[src/rtl/mfbp_pkg.sv]
// Package for the motion frame byte packer: types, codes and constants
// shared by the controller, the datapath and the top level. No dependencies.
`timescale 1ns / 1ps

package mfbp_pkg;

  // item kinds
  localparam logic [1:0] KIND_START  = 2'd0;
  localparam logic [1:0] KIND_ANGLE  = 2'd1;
  localparam logic [1:0] KIND_TIMES  = 2'd2;
  localparam logic [1:0] KIND_FINISH = 2'd3;

  // frame types
  localparam logic [7:0] FTYPE_EDGE = 8'd1;
  localparam logic [7:0] FTYPE_MID  = 8'd2;
  localparam logic [7:0] FTYPE_ONLY = 8'd3;

  // byte positions within one 33-byte record
  localparam logic [5:0] POS_FIRST   = 6'd0;
  localparam logic [5:0] POS_SUM_LO  = 6'd2;
  localparam logic [5:0] HDR_LEN     = 6'd8;
  localparam logic [5:0] POS_ANG_END = 6'd27;
  localparam logic [5:0] POS_RUN     = 6'd28;
  localparam logic [5:0] POS_TOT_HI  = 6'd29;
  localparam logic [5:0] POS_TOT_LO  = 6'd30;
  localparam logic [5:0] POS_CSUM    = 6'd31;
  localparam logic [5:0] POS_LAST    = 6'd32;

  localparam logic [4:0] ANGLE_SLOTS = 5'd20;

  localparam logic [7:0] SYNC_0     = 8'hFB;
  localparam logic [7:0] SYNC_1     = 8'hBF;
  localparam logic [7:0] VERSION    = 8'h01;
  localparam logic [7:0] END_MARK   = 8'hED;
  localparam logic [7:0] FILL_ANGLE = 8'd90;
  localparam logic [7:0] BYTE_MAX   = 8'hFF;

  localparam logic [15:0] TIME_ADJ_MIN = 16'd60;
  localparam logic [15:0] TIME_ADJ     = 16'd40;
  localparam logic [5:0]  TICK_MS      = 6'd20;
  localparam logic [23:0] TIME_MAX     = 24'hFFFFFF;

  // x / 20 == (x * 52429) >> 20, exact for every 16-bit x
  localparam logic [15:0] DIV20_MUL = 16'd52429;

  localparam logic [15:0] FRAME_TOTAL_RST = 16'd1;
  localparam logic [15:0] FRAME_NUM_RST   = 16'd1;

  // register map
  localparam int          PADDR_W         = 3;
  localparam logic [2:0]  ADDR_FRAME_TOTAL = 3'd0;

  typedef enum logic [2:0] {
    ST_IDLE,
    ST_LOAD,
    ST_DIV_RUN,
    ST_DIV_TOT,
    ST_FIXUP,
    ST_EMIT
  } state_t;

  typedef struct packed {
    logic capture;
    logic load;
    logic clear;
    logic div_run;
    logic div_tot;
    logic fixup;
    logic emit;
  } cmd_t;

  typedef struct packed {
    logic [1:0] kind;
    logic       angles_full;
    logic       last_pos;
    logic       out_free;
  } status_t;

endpackage

[src/rtl/mfbp_item_if.sv]
// Input channel of the byte packer: valid/ready handshake and one item.
// Depends on nothing.
`timescale 1ns / 1ps

interface mfbp_item_if;
  logic        valid;
  logic        ready;
  logic [1:0]  kind;
  logic [7:0]  servo_angle;
  logic [12:0] run_time;
  logic [15:0] total_time;

  modport source (output valid, kind, servo_angle, run_time, total_time, input ready);
  modport sink   (input valid, kind, servo_angle, run_time, total_time, output ready);
endinterface

[src/rtl/mfbp_byte_if.sv]
// Output channel of the byte packer: valid/ready handshake and one stream byte.
// Depends on nothing.
`timescale 1ns / 1ps

interface mfbp_byte_if;
  logic       valid;
  logic       ready;
  logic [7:0] out_byte;
  logic       last_byte;

  modport source (output valid, out_byte, last_byte, input ready);
  modport sink   (input valid, out_byte, last_byte, output ready);
endinterface

[src/rtl/mfbp_ctrl.sv]
// Controller of the byte packer: sequences capture, divide steps and byte output.
// Depends on mfbp_pkg.
`timescale 1ns / 1ps

module mfbp_ctrl (
  input  logic              clk,
  input  logic              rst,
  input  logic              item_valid,
  output logic              item_ready,
  input  mfbp_pkg::status_t status,
  output mfbp_pkg::cmd_t    cmd
);
  import mfbp_pkg::*;

  state_t state;
  state_t state_next;

  always_ff @(posedge clk) begin
    if (rst) begin
      state <= ST_IDLE;
    end else begin
      state <= state_next;
    end
  end

  always_comb begin
    state_next = state;
    cmd        = '0;
    item_ready = 1'b0;
    case (state)
      ST_IDLE: begin
        item_ready = 1'b1;
        if (item_valid) begin
          cmd.capture = 1'b1;
          state_next  = ST_LOAD;
        end
      end
      ST_LOAD: begin
        cmd.load  = 1'b1;
        cmd.clear = (status.kind == KIND_START);
        // a surplus angle produces nothing
        if (status.kind == KIND_ANGLE && status.angles_full) begin
          state_next = ST_IDLE;
        end else if (status.kind == KIND_TIMES) begin
          state_next = ST_DIV_RUN;
        end else begin
          state_next = ST_EMIT;
        end
      end
      ST_DIV_RUN: begin
        cmd.div_run = 1'b1;
        state_next  = ST_DIV_TOT;
      end
      ST_DIV_TOT: begin
        cmd.div_tot = 1'b1;
        state_next  = ST_FIXUP;
      end
      ST_FIXUP: begin
        cmd.fixup  = 1'b1;
        state_next = ST_EMIT;
      end
      ST_EMIT: begin
        if (status.out_free) begin
          cmd.emit = 1'b1;
          if (status.last_pos) begin
            state_next = ST_IDLE;
          end
        end
      end
      default: begin
        state_next = ST_IDLE;
      end
    endcase
  end

endmodule

[src/rtl/mfbp_dp.sv]
// Datapath of the byte packer: item capture, frame state, divide-by-20 unit,
// byte selection and the output word register. Depends on mfbp_pkg.
`timescale 1ns / 1ps

module mfbp_dp (
  input  logic              clk,
  input  logic              rst,
  input  mfbp_pkg::cmd_t    cmd,
  output mfbp_pkg::status_t status,
  input  logic [15:0]       frame_total,
  input  logic [1:0]        kind,
  input  logic [7:0]        servo_angle,
  input  logic [12:0]       run_time,
  input  logic [15:0]       total_time,
  output logic              out_valid,
  input  logic              out_ready,
  output logic [7:0]        out_byte,
  output logic              last_byte
);
  import mfbp_pkg::*;

  // captured item
  logic [1:0]  kind_q;
  logic [7:0]  angle_q;
  logic [12:0] run_q;
  logic [15:0] tot_q;

  // frame state
  logic [15:0] frame_number;
  logic [4:0]  angles_done;
  logic        header_done;
  logic [7:0]  sum_acc;
  logic [4:0]  remainder_short;
  logic [4:0]  remainder_long;
  logic [23:0] time_total;

  // sequencing and time working registers
  logic [5:0]  pos;
  logic [5:0]  end_pos;
  logic [15:0] t_adj;
  logic [7:0]  run_div;
  logic [11:0] tot_div;
  logic [7:0]  time_hi;
  logic [7:0]  time_lo;

  logic [5:0]  start_pos;
  logic [5:0]  end_sel;
  logic [15:0] mul_a;
  logic [31:0] mul_p;
  logic [15:0] q20;
  logic [15:0] rem_full;
  logic        is_short;
  logic [4:0]  rem_cur;
  logic [5:0]  rem_sum;
  logic [4:0]  rem_next;
  logic [7:0]  hi_next;
  logic [7:0]  lo_next;
  logic [7:0]  ftype;
  logic [7:0]  byte_sel;
  logic        is_frame;
  logic [24:0] time_sum;

  assign is_frame = (kind_q == KIND_ANGLE) || (kind_q == KIND_TIMES);

  assign status.kind        = kind_q;
  assign status.angles_full = (angles_done >= ANGLE_SLOTS);
  assign status.last_pos    = (pos == end_pos);
  assign status.out_free    = !out_valid || out_ready;

  // resume where the open frame left off; start and trailer records run in full
  assign start_pos = (is_frame && header_done) ? ({1'b0, angles_done} + HDR_LEN) : POS_FIRST;
  assign end_sel   = (kind_q == KIND_ANGLE) ? ({1'b0, angles_done} + HDR_LEN) : POS_LAST;

  // one shared multiplier for both divisions by 20
  assign mul_a = cmd.div_run ? {3'b0, run_q} : t_adj;
  assign mul_p = mul_a * DIV20_MUL;

  // remainder carry and the wrap rules on the total time bytes
  always_comb begin
    q20      = {tot_div, 4'b0} + {2'b0, tot_div, 2'b0};
    rem_full = t_adj - q20;
    is_short = (tot_div[11:8] == 4'd0);
    rem_cur  = is_short ? remainder_short : remainder_long;
    rem_sum  = {1'b0, rem_cur} + {1'b0, rem_full[4:0]};
    hi_next  = is_short ? 8'd0 : {4'b0, tot_div[11:8]};
    lo_next  = tot_div[7:0];
    rem_next = rem_sum[4:0];
    if (rem_sum >= TICK_MS) begin
      rem_next = 5'(rem_sum - TICK_MS);
      lo_next  = lo_next + 8'd1;
    end
    if (lo_next == BYTE_MAX) begin
      hi_next = hi_next + 8'd1;
      lo_next = 8'd0;
    end else if (lo_next == 8'd0) begin
      lo_next = 8'd1;
    end
  end

  always_comb begin
    if (frame_number == FRAME_NUM_RST) begin
      ftype = (frame_total == FRAME_TOTAL_RST) ? FTYPE_ONLY : FTYPE_EDGE;
    end else if (frame_number == frame_total) begin
      ftype = FTYPE_EDGE;
    end else begin
      ftype = FTYPE_MID;
    end
  end

  always_comb begin
    byte_sel = 8'd0;
    case (kind_q)
      KIND_START: begin
        byte_sel = 8'd0;
      end
      KIND_FINISH: begin
        case (pos)
          POS_TOT_HI: byte_sel = time_total[7:0];
          POS_TOT_LO: byte_sel = time_total[15:8];
          POS_CSUM:   byte_sel = time_total[23:16];
          default:    byte_sel = 8'd0;
        endcase
      end
      default: begin
        case (pos) inside
          6'd0:       byte_sel = SYNC_0;
          6'd1:       byte_sel = SYNC_1;
          6'd2:       byte_sel = VERSION;
          6'd3:       byte_sel = ftype;
          6'd4:       byte_sel = frame_total[7:0];
          6'd5:       byte_sel = frame_total[15:8];
          6'd6:       byte_sel = frame_number[7:0];
          6'd7:       byte_sel = frame_number[15:8];
          [6'd8:6'd27]: byte_sel = (kind_q == KIND_ANGLE) ? angle_q : FILL_ANGLE;
          POS_RUN:    byte_sel = run_div;
          POS_TOT_HI: byte_sel = time_hi;
          POS_TOT_LO: byte_sel = time_lo;
          POS_CSUM:   byte_sel = sum_acc;
          POS_LAST:   byte_sel = END_MARK;
          default:    byte_sel = 8'd0;
        endcase
      end
    endcase
  end

  assign time_sum = {1'b0, time_total} + {9'b0, tot_q};

  // payload and working registers
  always_ff @(posedge clk) begin
    if (cmd.capture) begin
      kind_q  <= kind;
      angle_q <= servo_angle;
      run_q   <= run_time;
      tot_q   <= total_time;
    end
    if (cmd.load) begin
      pos     <= start_pos;
      end_pos <= end_sel;
      t_adj   <= (tot_q >= TIME_ADJ_MIN) ? (tot_q - TIME_ADJ) : tot_q;
    end
    if (cmd.div_run) begin
      run_div <= mul_p[27:20];
    end
    if (cmd.div_tot) begin
      tot_div <= mul_p[31:20];
    end
    if (cmd.fixup) begin
      time_hi <= hi_next;
      time_lo <= lo_next;
    end
    if (cmd.emit) begin
      out_byte  <= byte_sel;
      last_byte <= status.last_pos;
      pos       <= pos + 6'd1;
    end
  end

  // frame state and output valid
  always_ff @(posedge clk) begin
    if (rst) begin
      out_valid       <= 1'b0;
      frame_number    <= FRAME_NUM_RST;
      angles_done     <= 5'd0;
      header_done     <= 1'b0;
      sum_acc         <= 8'd0;
      remainder_short <= 5'd0;
      remainder_long  <= 5'd0;
      time_total      <= 24'd0;
    end else begin
      if (cmd.emit) begin
        out_valid <= 1'b1;
      end else if (out_ready) begin
        out_valid <= 1'b0;
      end

      if (cmd.clear) begin
        frame_number    <= FRAME_NUM_RST;
        angles_done     <= 5'd0;
        header_done     <= 1'b0;
        sum_acc         <= 8'd0;
        remainder_short <= 5'd0;
        remainder_long  <= 5'd0;
        time_total      <= 24'd0;
      end

      if (cmd.fixup) begin
        if (is_short) begin
          remainder_short <= rem_next;
        end else begin
          remainder_long <= rem_next;
        end
      end

      if (cmd.emit && is_frame) begin
        header_done <= 1'b1;
        if (pos == POS_FIRST) begin
          sum_acc <= 8'd0;
        end else if (pos >= POS_SUM_LO && pos <= POS_TOT_LO) begin
          sum_acc <= sum_acc + byte_sel;
        end
        if (pos >= HDR_LEN && pos <= POS_ANG_END) begin
          angles_done <= angles_done + 5'd1;
        end
        // close the frame on its end mark
        if (kind_q == KIND_TIMES && status.last_pos) begin
          frame_number <= frame_number + 16'd1;
          angles_done  <= 5'd0;
          header_done  <= 1'b0;
          sum_acc      <= 8'd0;
          time_total   <= time_sum[24] ? TIME_MAX : time_sum[23:0];
        end
      end
    end
  end

endmodule

[src/rtl/motion_frame_byte_packer_top.sv]
// Top level of the motion frame byte packer: channels, register port, controller
// and datapath. Depends on mfbp_pkg, mfbp_item_if, mfbp_byte_if, mfbp_ctrl, mfbp_dp.
//
//   channel  direction  word                                        handshake
//   item     in         kind, servo_angle, run_time, total_time      valid/ready
//   result   out        out_byte, last_byte                          valid/ready
//   apb      in         frame_total at byte address 0                psel/penable
//
// One item at a time: accept, a decode state, then one byte per cycle from the
// output register while the result side takes them. Start and finish emit a full
// 33-byte record, an angle 9 bytes or 1 (none if the frame is full), a times item
// the run and total divide-by-20 steps and a fixup, then 5 to 33 bytes. A result
// stall holds the sequencer; the next item is taken while the last byte still waits.
// Reset is synchronous and sets frame_total to 1 and the frame state to its start.
`timescale 1ns / 1ps

module motion_frame_byte_packer_top (
  input  logic                          clk,
  input  logic                          rst,
  mfbp_item_if.sink                     item,
  mfbp_byte_if.source                   result,
  input  logic                          psel,
  input  logic                          penable,
  input  logic                          pwrite,
  input  logic [mfbp_pkg::PADDR_W-1:0]  paddr,
  input  logic [31:0]                   pwdata,
  output logic [31:0]                   prdata,
  output logic                          pready
);
  import mfbp_pkg::*;

  cmd_t        cmd;
  status_t     status;
  logic [15:0] frame_total;

  assign pready = 1'b1;
  assign prdata = (paddr == ADDR_FRAME_TOTAL) ? {16'd0, frame_total} : 32'd0;

  always_ff @(posedge clk) begin
    if (rst) begin
      frame_total <= FRAME_TOTAL_RST;
    end else if (psel && penable && pwrite && pready && paddr == ADDR_FRAME_TOTAL) begin
      frame_total <= pwdata[15:0];
    end
  end

  mfbp_ctrl u_ctrl (
    .clk        (clk),
    .rst        (rst),
    .item_valid (item.valid),
    .item_ready (item.ready),
    .status     (status),
    .cmd        (cmd)
  );

  mfbp_dp u_dp (
    .clk         (clk),
    .rst         (rst),
    .cmd         (cmd),
    .status      (status),
    .frame_total (frame_total),
    .kind        (item.kind),
    .servo_angle (item.servo_angle),
    .run_time    (item.run_time),
    .total_time  (item.total_time),
    .out_valid   (result.valid),
    .out_ready   (result.ready),
    .out_byte    (result.out_byte),
    .last_byte   (result.last_byte)
  );

endmodule

[src/flat_wrapper.sv]
// flat-port wrapper written by rule: the top's interface ports become plain ports
module motion_frame_byte_packer_top_flat import mfbp_pkg::*;
  (clk, rst, psel, penable, pwrite, paddr, pwdata, prdata, pready, item_valid, item_kind, item_servo_angle, item_run_time, item_total_time, item_ready, result_valid, result_out_byte, result_last_byte, result_ready);
  mfbp_item_if item_i ();
  mfbp_byte_if result_i ();
  input  logic clk;
  input  logic rst;
  input  logic psel;
  input  logic penable;
  input  logic pwrite;
  input  logic [mfbp_pkg::PADDR_W-1:0] paddr;
  input  logic [31:0] pwdata;
  output logic [31:0] prdata;
  output logic pready;
  input wire logic [$bits(item_i.valid)-1:0] item_valid;
  input wire logic [$bits(item_i.kind)-1:0] item_kind;
  input wire logic [$bits(item_i.servo_angle)-1:0] item_servo_angle;
  input wire logic [$bits(item_i.run_time)-1:0] item_run_time;
  input wire logic [$bits(item_i.total_time)-1:0] item_total_time;
  output wire logic [$bits(item_i.ready)-1:0] item_ready;
  output wire logic [$bits(result_i.valid)-1:0] result_valid;
  output wire logic [$bits(result_i.out_byte)-1:0] result_out_byte;
  output wire logic [$bits(result_i.last_byte)-1:0] result_last_byte;
  input wire logic [$bits(result_i.ready)-1:0] result_ready;
  assign item_i.valid = item_valid;
  assign item_i.kind = item_kind;
  assign item_i.servo_angle = item_servo_angle;
  assign item_i.run_time = item_run_time;
  assign item_i.total_time = item_total_time;
  assign item_ready = item_i.ready;
  assign result_valid = result_i.valid;
  assign result_out_byte = result_i.out_byte;
  assign result_last_byte = result_i.last_byte;
  assign result_i.ready = result_ready;
  motion_frame_byte_packer_top u_core (.clk(clk), .rst(rst), .item(item_i), .result(result_i), .psel(psel), .penable(penable), .pwrite(pwrite), .paddr(paddr), .pwdata(pwdata), .prdata(prdata), .pready(pready));
endmodule
[config.mk]
export PLATFORM = sky130hd
export DESIGN_NAME = motion_frame_byte_packer_top_flat
export DESIGN_NICKNAME = d
export VERILOG_FILES = /design/src/rtl/mfbp_pkg.sv /design/src/rtl/mfbp_item_if.sv /design/src/rtl/mfbp_byte_if.sv /design/src/rtl/mfbp_ctrl.sv /design/src/rtl/mfbp_dp.sv /design/src/rtl/motion_frame_byte_packer_top.sv /design/src/flat_wrapper.sv
export SDC_FILE = /design/constraint.sdc
export NUM_CORES = 1
export LEC_CHECK = 0
export BUFFER_PORTS_ARGS = -buffer_cell sky130_fd_sc_hd__buf_2
export CAP_MARGIN = 20
export CORE_ASPECT_RATIO = 0.8
export CORE_MARGIN = 1
export CORE_UTILIZATION = 30
export DETAILED_ROUTE_END_ITERATION = 8
export PLACE_DENSITY = 0.47
export SLEW_MARGIN = 20
export SYNTH_ARGS = -nofsm -noshare
export SYNTH_HDL_FRONTEND = slang
export SYNTH_SLANG_ARGS = --single-unit
[constraint.sdc]
create_clock -name clk -period 7.54 [get_ports clk]
set_input_delay 0.377 -clock clk [delete_from_list [all_inputs] [get_ports clk]]
set_output_delay 0.377 -clock clk [all_outputs]
set_load 0.01 [all_outputs]
==> metrics <==
status completed; first-pass GRT wire length 66,900 um; TritonCTS clock tree built; slew margin rel. 41.4%; Synth top area share 21.0%; Core ar. 51,100 sq um; Syn Area/Cell 9.49 sq um; Via density 4.93; pin count of the biggest net entering global routing 49; crit start category flop; Die Y 206 um; CTS Buf Count 17; ys async rst share 0%; type of the tightest min-delay check input port to flop; chip width 257 um; first-iteration detailed-routing DRC count 943; DRT Pass-1 Iters 7; ranking of synthesized cells by area edfxtp_1 21%, ha_1 15%, dfxtp_1 11%; share of cells above drive strength 1 10.0%; Seq cells post-synth 193; Util after Layout 33.7%; Post-synth EDFFs 109; row cnt 74; Ports 125; mapped cell area 15,600 sq um; HPWL reported at the end of detailed placement 34,500 um; PortBufs 91; antenna cells 0; CP max FO 18; Starting Density 30.4%; fmax 141 MHz; setup_tns 0 ps; Synth Flop Type edfxtp_1; clk slew on worst S/H paths 70 ps; Synth top cells by count 207 x inv_1, 182 x ha_1, 144 x nand2_1; count leader, synth inv_1; initial antenna violation count 1; minimum clock period 7080 ps; vias in the first global route 11,600; clock sink count 193; synthesis-to-finish area growth 10.8%; kind of critical path flop to flop; WL final 42,800 um; clk_lat worst skew 460 ps; drt wl/cell 17.8 um; RSZ-0062 raised after global routing no; Final period util 93.9%; kind of end point of the critical path flop; CP max-delay cell fa_1; Worst-Margin Slew 879 ps; Yosys cell types 92; Max Cap Violations 0; post-synth top area cell edfxtp_1; Req. time, crit path 7750 ps; Final setup viols 0; DRC viols 0; H-tree levels 4; synthesized netlist cell count 1,639; CTS Root Cell clkbuf_16; CTS Buffer Depth 2; Overflow after GRT 0; Ys Warns 0; CP Buf/Inv Count 6; Largest stage delay, worst path 550 ps; sequential area share after synthesis 31.8%; Final ANT Viol Nets 0; final RePlAce weighted congestion 0.891; Clock Skews 15.3 ps; kind of cell adding the most delay to the critical path adder cells; die area 52,800 sq um; nets@finish 2,051; total global-route track usage 16.5%; Worst Path Arrival 7280 ps; Fin. Hold Viols 0; Max Slew Vio Count 0; vias 11,900
## cell families (layout without fill, tap and decap cells)
family	Yosys count	in the layout	synth area share, %
AO/OA/AOI/OAI	317	317	13.6
other	2	17	0.0483
flip-flops	193	193	31.8
XOR/XNOR	105	105	5.96
multiplexers	12	12	0.812
AND/OR/NAND/NOR	465	465	15.1
buffers and inverters	282	348	7.50
adder cells (fa/ha/maj)	263	263	25.1
## flip-flops by register name, indices dropped and copies added (netlist names), 8 cells and up
signal / flops
u_core.frame_total: 16
u_core.u_dp.angle_q: 8
u_core.u_dp.frame_number: 16
u_core.u_dp.out_byte: 8
u_core.u_dp.run_div: 8
u_core.u_dp.run_q: 13
u_core.u_dp.sum_acc: 8
u_core.u_dp.t_adj: 16
u_core.u_dp.time_lo: 8
u_core.u_dp.time_total: 24
u_core.u_dp.tot_div: 12
u_core.u_dp.tot_q: 16
## timing repair
action	CTS	global route
resized for setup	0	1
buffers inserted	0	1
hold buffers	0	0
endpoints found under the setup margin	0	2
endpoints found under the hold margin	0	0
## placed cells by master, fill, tap and decap left out, drive strengths merged, types with 54 or more instances in the layout
cell / synthesis / routed
nand2: 145 / 145
buf: 39 / 107
fa: 81 / 81
nor2: 102 / 102
edfxtp: 109 / 109
o21ai: 58 / 58
ha: 182 / 182
xor2: 54 / 54
inv: 209 / 213
dfxtp: 84 / 84
a21oi: 99 / 99
## cell type report
class | instances | area (sq um)
clock buffer | 22 | 465
multi-input combinational | 1179 | 9510
tap | 684 | 856
clock inverter | 10 | 78.8
timing repair buffer | 107 | 576
sequential | 193 | 4950
fill | 5331 | 33900
inverter | 209 | 790
## final timing paths
kind / start / endpoint / slack, ps / depth (start not counted)
setup / recovery: u_core.u_ctrl.state[0] / u_core.u_dp.tot_div[9] / 460 / 25
hold / removal: item_servo_angle[7] / u_core.u_dp.angle_q[7] / 90 / 1
setup reg to reg: u_core.u_ctrl.state[0] / u_core.u_dp.tot_div[9] / 460 / 25
hold reg to reg: u_core.u_dp.remainder_long[3] / u_core.u_dp.remainder_long[3] / 460 / 2
## stage by stage
step	cells	hold slack, ps	setup WS (ps)	instance area, sq um
after global placement	2371	445	447	16700
after detailed placement	2371	455	403	16700
after floorplan	1654	433	825	15600
after global routing	2404	56.8	25.5	17200
after CTS	2403	58.3	385	17200
final	2404	87.5	462	17200
## routing by layer
| metal | GRT usage [%] | up-vias | routed length, um |
|---|---|---|---|
| li1 | - | 5814 | - |
| met1 | 25.3 | 5745 | 22700 |
| met2 | 23.5 | 266 | 17400 |
| met3 | 3.34 | 24 | 2230 |
| met4 | 3.25 | 2 | 445 |
| met5 | 0 | - | 13 |
Power is not shown: default switching activity piles up to over one toggle a cycle in this logic, so the estimate is an artifact.
